<file path="config.mk">
export PLATFORM = sky130hd
export DESIGN_NAME = reservoir_sampler
export DESIGN_NICKNAME = d
export VERILOG_FILES = /design/src/design/rsv_pkg.sv /design/src/design/rsv_ram.sv /design/src/design/rsv_pick.sv /design/src/design/reservoir_sampler.sv
export SDC_FILE = /design/constraint.sdc
export NUM_CORES = 2
export LEC_CHECK = 0
export BUFFER_PORTS_ARGS = -buffer_cell sky130_fd_sc_hd__buf_2
export CAP_MARGIN = 5
export CELL_PAD_IN_SITES_DETAIL_PLACEMENT = 0
export CELL_PAD_IN_SITES_GLOBAL_PLACEMENT = 2
export CORE_ASPECT_RATIO = 1.25
export CORE_MARGIN = 3
export CORE_UTILIZATION = 45
export CTS_BUF_LIST = sky130_fd_sc_hd__clkbuf_8
export DETAILED_ROUTE_END_ITERATION = 12
export PLACE_DENSITY = 0.88
export SYNTH_ARGS = -nofsm -noshare
export SYNTH_HDL_FRONTEND = slang
export SYNTH_SLANG_ARGS = --single-unit
export TNS_END_PERCENT = 5
</file>
<file path="constraint.sdc">
create_clock -name clock -period 27.1 [get_ports clock]
set_input_delay 5.42 -clock clock [delete_from_list [all_inputs] [get_ports clock]]
set_output_delay 5.42 -clock clock [all_outputs]
set_load 0.05 [all_outputs]
</file>
<file path="src/design/rsv_pkg.sv">
// rsv_pkg: shared types and constants for the reservoir sampler.
// Used by rsv_pick and reservoir_sampler; no dependencies of its own.
package rsv_pkg;

   // Default build parameters
   localparam int DefMaxSlots  = 16;
   localparam int DefValueBits = 32;

   // Fixed field widths
   localparam int DataBits  = 32;
   localparam int FracBits  = 32;
   localparam int CountBits = 32;
   localparam int SizeBits  = 7;
   localparam int SlotBits  = 6;

   localparam logic [SizeBits-1:0]  SizeReset = SizeBits'(16);
   localparam logic [CountBits-1:0] CountMax  = '1;

   // Control sequencer states
   typedef enum logic [1:0] {
      ST_IDLE,
      ST_WRITE,
      ST_DUMP,
      ST_FLUSH
   } state_type;

   // Slot decision for one item
   typedef struct packed {
      logic                keep;
      logic [SizeBits-1:0] slot;
   } pick_type;

endpackage

</file>
<file path="src/design/rsv_ram.sv">
// rsv_ram: generic simple dual-port RAM, one write and one registered read port.
// Read data holds its value while no read is issued. No dependencies.
module rsv_ram #(
   parameter int WIDTH     = 32,
   parameter int DEPTH     = 16,
   parameter int ADDR_BITS = (DEPTH > 1) ? $clog2(DEPTH) : 1
) (
   input  logic                 clock,
   input  logic                 wr_en,
   input  logic [ADDR_BITS-1:0] wr_addr,
   input  logic [WIDTH-1:0]     wr_data,
   input  logic                 rd_en,
   input  logic [ADDR_BITS-1:0] rd_addr,
   output logic [WIDTH-1:0]     rd_data
);

   logic [WIDTH-1:0] mem_ff [DEPTH];

   // Write port
   always_ff @(posedge clock) begin
      if (wr_en) begin
         mem_ff[wr_addr] <= wr_data;
      end
   end

   // Registered read port
   always_ff @(posedge clock) begin
      if (rd_en) begin
         rd_data <= mem_ff[rd_addr];
      end
   end

endmodule

</file>
<file path="src/design/rsv_pick.sv">
// rsv_pick: chooses the reservoir slot for one item (fill order or scaled random draw).
// Depends on rsv_pkg.
module rsv_pick
   import rsv_pkg::*;
(
   input  logic [FracBits-1:0]  frac,
   input  logic [CountBits-1:0] count,
   input  logic                 fill,
   input  logic [SizeBits-1:0]  fill_slot,
   input  logic [SizeBits-1:0]  size,
   output pick_type             pick
);

   logic [FracBits+CountBits-1:0] product;
   logic [CountBits-1:0]          slot_wide;

   // floor(frac * n / 2^32), or the next slot in fill order
   always_comb begin
      product   = (FracBits+CountBits)'(frac) * (FracBits+CountBits)'(count);
      slot_wide = fill ? CountBits'(fill_slot) : product[FracBits+CountBits-1:FracBits];
      pick.keep = slot_wide < CountBits'(size);
      pick.slot = slot_wide[SizeBits-1:0];
   end

endmodule

</file>
<file path="src/design/reservoir_sampler.sv">
// reservoir_sampler: uniform reservoir sampling of a stream (Algorithm R).
// Depends on rsv_pkg, rsv_pick and rsv_ram.
//
// Usage
//   req_*  : one stream item per transfer (value, random fraction, end marker).
//   rsp_*  : kept slots, emitted in slot order after the item flagged stream_end.
//   csr_*  : write of reservoir_size (0 acts as 1, above MAX_SLOTS as MAX_SLOTS);
//            write only while the block is idle.
// Timing
//   An item is taken, then written to the slot store in the following cycle. The next
//   item may be taken in that write cycle, so items stream at one per cycle.
//   The item with stream_end closes the stream: ready drops, and after its write
//   the dump state reads slots into the registered result (a short stream skips it).
//   A full reservoir gives one result per cycle while rsp_ready is high, limited
//   by the single read port of the slot store; a stream that ended before the
//   reservoir filled gives a single result flagged short_stream. Input is taken
//   again in the cycle after the last result transfers.
// Reset
//   Clears the item count, the written flags and the output valid, and sets the
//   size register to 16. The slot store itself is not cleared.
// Stalls
//   While rsp_ready is low the current result holds and no further slot is read.
module reservoir_sampler
   import rsv_pkg::*;
#(
   parameter int MAX_SLOTS  = DefMaxSlots,
   parameter int VALUE_BITS = DefValueBits
) (
   input  logic                clock,
   input  logic                reset,
   // item channel
   input  logic                req_valid,
   output logic                req_ready,
   input  logic [DataBits-1:0] req_sample_value,
   input  logic [FracBits-1:0] req_random_fraction,
   input  logic                req_stream_end,
   // result channel
   output logic                rsp_valid,
   input  logic                rsp_ready,
   output logic [DataBits-1:0] rsp_kept_value,
   output logic [SlotBits-1:0] rsp_slot_number,
   output logic                rsp_final_result,
   output logic                rsp_short_stream,
   // size register
   input  logic                csr_write_enable,
   input  logic [SizeBits-1:0] csr_write_data
);

   localparam int StoreBits = (VALUE_BITS < DataBits) ? VALUE_BITS : DataBits;
   localparam int AddrBits  = (MAX_SLOTS > 1) ? $clog2(MAX_SLOTS) : 1;
   localparam logic [SizeBits-1:0] MaxSize = SizeBits'(MAX_SLOTS);

   state_type              state_ff, state_in;
   logic [CountBits-1:0]   items_seen_ff, items_seen_in;
   logic [MAX_SLOTS-1:0]   written_ff, written_in;
   logic [SizeBits-1:0]    size_ff, size_in;
   logic [StoreBits-1:0]   value_ff, value_in;
   logic [FracBits-1:0]    frac_ff, frac_in;
   logic                   last_ff, last_in;
   logic                   fill_ff, fill_in;
   logic [SizeBits-1:0]    fill_slot_ff, fill_slot_in;
   logic [SizeBits-1:0]    rd_idx_ff, rd_idx_in;
   logic                   rsp_valid_ff, rsp_valid_in;
   logic [SlotBits-1:0]    rsp_slot_ff, rsp_slot_in;
   logic                   rsp_final_ff, rsp_final_in;
   logic                   rsp_short_ff, rsp_short_in;

   logic                   req_fire;
   logic [SizeBits-1:0]    size_eff;
   logic [CountBits-1:0]   count_next;
   logic [SizeBits-1:0]    rd_idx_next;
   pick_type               pick;
   logic                   do_write;
   logic [MAX_SLOTS-1:0]   written_upd;
   logic                   all_written;
   logic                   ram_rd_en;
   logic [StoreBits-1:0]   ram_rd_data;
   logic                   last_slot;

   // Effective size: 0 acts as 1, clamped to the built depth
   always_comb begin
      if (size_ff == '0) begin
         size_eff = SizeBits'(1);
      end else if (size_ff > MaxSize) begin
         size_eff = MaxSize;
      end else begin
         size_eff = size_ff;
      end
   end

   // Slot choice for the item in the write stage
   rsv_pick u_pick (
      .frac      (frac_ff),
      .count     (items_seen_ff),
      .fill      (fill_ff),
      .fill_slot (fill_slot_ff),
      .size      (size_eff),
      .pick      (pick)
   );

   // Slot store
   rsv_ram #(
      .WIDTH (StoreBits),
      .DEPTH (MAX_SLOTS)
   ) u_store (
      .clock   (clock),
      .wr_en   (do_write),
      .wr_addr (pick.slot[AddrBits-1:0]),
      .wr_data (value_ff),
      .rd_en   (ram_rd_en),
      .rd_addr (rd_idx_ff[AddrBits-1:0]),
      .rd_data (ram_rd_data)
   );

   assign req_ready = (state_ff == ST_IDLE) || ((state_ff == ST_WRITE) && !last_ff);
   assign req_fire  = req_valid && req_ready;
   assign do_write  = (state_ff == ST_WRITE) && pick.keep;

   // Saturating running count, including the incoming item
   assign count_next  = (items_seen_ff == CountMax) ? CountMax : items_seen_ff + 1'b1;
   assign rd_idx_next = rd_idx_ff + SizeBits'(1);
   assign last_slot   = (rd_idx_next == size_eff);

   // Written flags with this cycle's write folded in; full check below size
   always_comb begin
      all_written = 1'b1;
      for (int i = 0; i < MAX_SLOTS; i++) begin
         written_upd[i] = written_ff[i] || (do_write && (pick.slot == SizeBits'(i)));
         if (!written_upd[i] && (SizeBits'(i) < size_eff)) begin
            all_written = 1'b0;
         end
      end
   end

   // Next state and datapath
   always_comb begin
      state_in      = state_ff;
      items_seen_in = items_seen_ff;
      written_in    = written_ff;
      size_in       = size_ff;
      value_in      = value_ff;
      frac_in       = frac_ff;
      last_in       = last_ff;
      fill_in       = fill_ff;
      fill_slot_in  = fill_slot_ff;
      rd_idx_in     = rd_idx_ff;
      rsp_valid_in  = rsp_valid_ff;
      rsp_slot_in   = rsp_slot_ff;
      rsp_final_in  = rsp_final_ff;
      rsp_short_in  = rsp_short_ff;
      ram_rd_en     = 1'b0;

      if (csr_write_enable) begin
         size_in = csr_write_data;
      end

      // Capture an item and count it
      if (req_fire) begin
         value_in      = req_sample_value[StoreBits-1:0];
         frac_in       = req_random_fraction;
         last_in       = req_stream_end;
         fill_in       = items_seen_ff < CountBits'(size_eff);
         fill_slot_in  = items_seen_ff[SizeBits-1:0];
         items_seen_in = count_next;
      end

      case (state_ff)
         ST_IDLE: begin
            if (req_fire) begin
               state_in = ST_WRITE;
            end
         end
         ST_WRITE: begin
            written_in = written_upd;
            if (last_ff) begin
               // stream closed: start a new one, then dump or flag short
               items_seen_in = '0;
               written_in    = '0;
               rd_idx_in     = '0;
               if (all_written) begin
                  state_in = ST_DUMP;
               end else begin
                  rsp_valid_in = 1'b1;
                  rsp_slot_in  = '0;
                  rsp_final_in = 1'b1;
                  rsp_short_in = 1'b1;
                  state_in     = ST_FLUSH;
               end
            end else if (!req_fire) begin
               state_in = ST_IDLE;
            end
         end
         ST_DUMP: begin
            // read the next slot whenever the output register frees up
            if (!rsp_valid_ff || rsp_ready) begin
               ram_rd_en    = 1'b1;
               rsp_valid_in = 1'b1;
               rsp_slot_in  = rd_idx_ff[SlotBits-1:0];
               rsp_final_in = last_slot;
               rsp_short_in = 1'b0;
               rd_idx_in    = rd_idx_next;
               if (last_slot) begin
                  state_in = ST_FLUSH;
               end
            end
         end
         ST_FLUSH: begin
            if (rsp_ready) begin
               rsp_valid_in = 1'b0;
               state_in     = ST_IDLE;
            end
         end
         default: begin
            state_in = ST_IDLE;
         end
      endcase
   end

   // Control registers
   always_ff @(posedge clock) begin
      if (reset) begin
         state_ff      <= ST_IDLE;
         items_seen_ff <= '0;
         written_ff    <= '0;
         size_ff       <= SizeReset;
         rd_idx_ff     <= '0;
         rsp_valid_ff  <= 1'b0;
         last_ff       <= 1'b0;
      end else begin
         state_ff      <= state_in;
         items_seen_ff <= items_seen_in;
         written_ff    <= written_in;
         size_ff       <= size_in;
         rd_idx_ff     <= rd_idx_in;
         rsp_valid_ff  <= rsp_valid_in;
         last_ff       <= last_in;
      end
   end

   // Payload registers
   always_ff @(posedge clock) begin
      value_ff     <= value_in;
      frac_ff      <= frac_in;
      fill_ff      <= fill_in;
      fill_slot_ff <= fill_slot_in;
      rsp_slot_ff  <= rsp_slot_in;
      rsp_final_ff <= rsp_final_in;
      rsp_short_ff <= rsp_short_in;
   end

   // Outputs
   assign rsp_valid        = rsp_valid_ff;
   assign rsp_kept_value   = rsp_short_ff ? '0 : DataBits'(ram_rd_data);
   assign rsp_slot_number  = rsp_slot_ff;
   assign rsp_final_result = rsp_final_ff;
   assign rsp_short_stream = rsp_short_ff;

   // Checks
   a_rsp_only_in_dump: assert property (@(posedge clock) disable iff (reset)
      rsp_valid |-> ((state_ff == ST_DUMP) || (state_ff == ST_FLUSH)))
      else $error("result valid outside a dump");

   a_final_ends_dump: assert property (@(posedge clock) disable iff (reset)
      (rsp_valid && rsp_ready && rsp_final_result) |=> (state_ff == ST_IDLE))
      else $error("final result transfer did not end the dump");

   a_short_form: assert property (@(posedge clock) disable iff (reset)
      (rsp_valid && rsp_short_stream) |-> (rsp_final_result && (rsp_slot_number == '0)))
      else $error("short-stream result malformed");

   a_dump_counts_cleared: assert property (@(posedge clock) disable iff (reset)
      (state_ff == ST_DUMP) |-> ((items_seen_ff == '0) && (written_ff == '0)))
      else $error("stream state not cleared during dump");

   a_dump_index_range: assert property (@(posedge clock) disable iff (reset)
      (state_ff == ST_DUMP) |-> (rd_idx_ff < size_eff))
      else $error("dump read index beyond reservoir size");

endmodule
</file>
==> summary.txt <==
Status -> completed
Top post-synthesis cells by count -> fa_1 (895), inv_1 (867), nand2_1 (701)
Final worst path period share -> 47.0%
CP max-delay cell -> dfxtp_1
Initial Util -> 45.5%
Setup violation total in the final timing report -> 0
Final core utilization -> 48.8%
Synth Register Bits -> 690
Vias per inst -> 5.55
Top cells by area, synth -> edfxtp_1 (31%), fa_1 (30%), mux4_2 (6.0%)
Worst Max-Slew Pin Slew -> 1.17 ns
Height of the die -> 416 um
Synth Instances -> 5,221
Startpoint Class -> register
Clock sink total -> 690
Slack of the critical path -> 14.36 ns
Setup TNS -> 0 ns
Drt wl/cell -> 23.4 um
Area post-placement -> 62,700 um^2
Hold path startpoint -> written_ff[4]
Setup Crit Path Kind -> register to register
CP peak stage delay -> 0.87 ns
Area Growth Syn to Fin -> 7.24%
Final RePlAce weighted congestion -> 0.932
Resized Gates After CTS -> 0
Die Wd -> 334 um
Hold Path Cell Cnt -> 2
DRT antenna net count -> 0
Worst Reg-to-Reg Cells -> 33
DR iter-0 viols -> 2,470
Die ar. -> 139,000 um^2
Vias in the first global route -> 43,300
Final hold vios -> 0
Skew-Pair Late Insertion Delay -> 0.84 ns
Setup WS pre-CTS -> 14.49 ns
Nets -> 6,480
Drt total wl -> 166 mm
First-pass GRT wire length -> 260 mm
Ys flop type -> edfxtp_1
Count leader, synth -> fa_1
Most numerous cell on the critical path -> fa_1
GRT Overall Usage -> 24.7%
Synthesized area -> 60,400 um^2
Syn_area_per_cell -> 11.6 um^2
Leakage -> 27.0 nW
CTS tree -> yes
Post-DP HPWL -> 117 mm
Hold crit path type -> register to register
Worst EP required -> 27.56 ns
Initial antenna violation count -> 6
Critical path endpoint category -> register
Worst ir drop on vdd -> 0.0000740 V
Routed vias -> 39,200
CTS Hold Buffers Added -> 0
EDFF count, synth -> 624
Num CTS Buffers -> 106
DRC -> 0
Postcts setup bufs -> 0
Core ar. -> 133,000 um^2
Worst r2r src -> items_seen_ff[24]
Worst Skew -> 0.0774 ns
GRT overflow -> 0
Pwr dens -> 35.6 nW/um^2
Leading area contributor after synthesis -> edfxtp_1
Htree depth -> 3
DR pass1 iterations -> 5
Synth cell types -> 101
Worst-path clk slew -> 0.07 ns
Rel. slew slack -> 21.2%
Crit path from -> items_seen_ff[24]
Post-synth top area share -> 31.0%
Synth async-reset ratio -> 0%
Sequential fraction of the synthesis area -> 33.2%
Pin count of the biggest net entering global routing -> 112
CP arrival -> 13.20 ns
Share of layout cells above drive strength 1 -> 11.0%
CP Max Fanout -> 22
RSZ-0062 raised after global routing -> no
Pins Over Slew Limit -> 0
Max-cap violation count -> 0
IO Port Bufs -> 118
Clk buf depth -> 3
Synth warnings -> 0
Post-route cell area -> 64,700 um^2
Root Driver -> clkbuf_8
Fmax -> 78.5 MHz
Minimum clock period -> 12.74 ns
Ports -> 119
# rows -> 149
[through the flow]
stage / instances / total power, mW / hold slack (ns)
CTS: 7059 / 2.34 / 0.449
global placement: 6862 / 1.47 / 0.434
detailed placement: 6862 / 1.48 / 0.440
floorplan: 5224 / 1.38 / 0.425
finish: 7062 / 2.31 / 0.447
global route: 7061 / 2.41 / 0.470
[per-layer routing]
metal,track usage (%),routed length [um],vias up
met2,44.8,87700,1267
li1,-,-,16900
met4,8.63,5640,6
met5,0,45,-
met3,3.31,9130,328
met1,30.2,63000,20700
[area by class of cell]
type,count,area (um^2)
Timing Repair Buffer,213,1320
Inverter,867,3260
Fill cell,11800,67800
Clock buffer,110,1510
Antenna cell,3,7.51
Tap cell,1736,2170
Multi-Input combinational cell,3356,35900
Clock inverter,87,524
Sequential cell,690,20100
[critical path, delay by kind of cell (launching register included)]
kind                     cells  cell delay [ns]
AO/OA/AOI/OAI                9             3.45
adder cells (fa/ha/maj)     10             4.94
buffers and inverters        5             0.85
flip-flops                   1             0.87
AND/OR/NAND/NOR              9             2.24
[kinds of logic (layout without fill, tap and decap cells)]
family | Yosys count | count (layout) | share of synthesized area [%]
multiplexers | 172 | 172 | 6.17
XOR/XNOR | 48 | 48 | 0.696
flip-flops | 690 | 690 | 33.2
buffers and inverters | 1178 | 1277 | 7.58
other | 1 | 7 | 0.00621
AND/OR/NAND/NOR | 1556 | 1556 | 12.7
adder cells (fa/ha/maj) | 1169 | 1169 | 35.4
AO/OA/AOI/OAI | 407 | 407 | 4.29
[layout by cell type (no fill, tap or decap), types with 11 or more instances in the layout]
cell type / instances
fa_1: 895
inv_1: 894
nand2_1: 700
edfxtp_1: 624
and2_1: 473
ha_1: 274
mux4_2: 160
a21oi_1: 158
buf_2: 118
nor2_1: 115
clkbuf_8: 110
buf_4: 94
o21ai_0: 81
dfxtp_1: 62
nand3_1: 45
nand4_1: 44
nor2b_1: 44
nor3_1: 33
xnor2_1: 26
clkinv_1: 26
xor2_1: 22
nor4_1: 21
clkinv_2: 19
o21a_1: 16
a31oi_1: 16
nor2_4: 16
o211ai_1: 13
or2_2: 12
a211oi_1: 11
mux2i_1: 11
[registers in the layout, summed over array words and instances, names as in the netlist, named ones only]
| register | cells |
|---|---|
| frac_ff | 32 |
| written_ff | 16 |
| rsp_final_result | 1 |
| fill_slot_ff | 7 |
| u_store.mem_ff | 512 |
| rsp_short_stream | 1 |
| value_ff | 32 |
| u_store.rd_data | 32 |
| rsp_slot_number | 6 |
| size_ff | 7 |
| rd_idx_ff | 7 |
| items_seen_ff | 32 |
| state_ff | 1 |
| rsp_valid | 1 |
| last_ff | 1 |
| fill_ff | 1 |
[power breakdown]
group / internal, mW / switching, mW / total (mW)
Sequential: 1.19 / 0.0229 / 1.21
Combinational: 0.0734 / 0.167 / 0.240
Clock: 0.420 / 0.430 / 0.851
Total: 1.69 / 0.620 / 2.31
[worst paths after layout]
path / end / slack, ns
worst max-delay path: rsp_final_result / 14.36
worst min-delay path: written_ff[4] / 0.45
worst max register to register: rsp_final_result / 14.36
worst min register to register: written_ff[4] / 0.45
No activity file was read; power rests on OpenSTA's default activity.
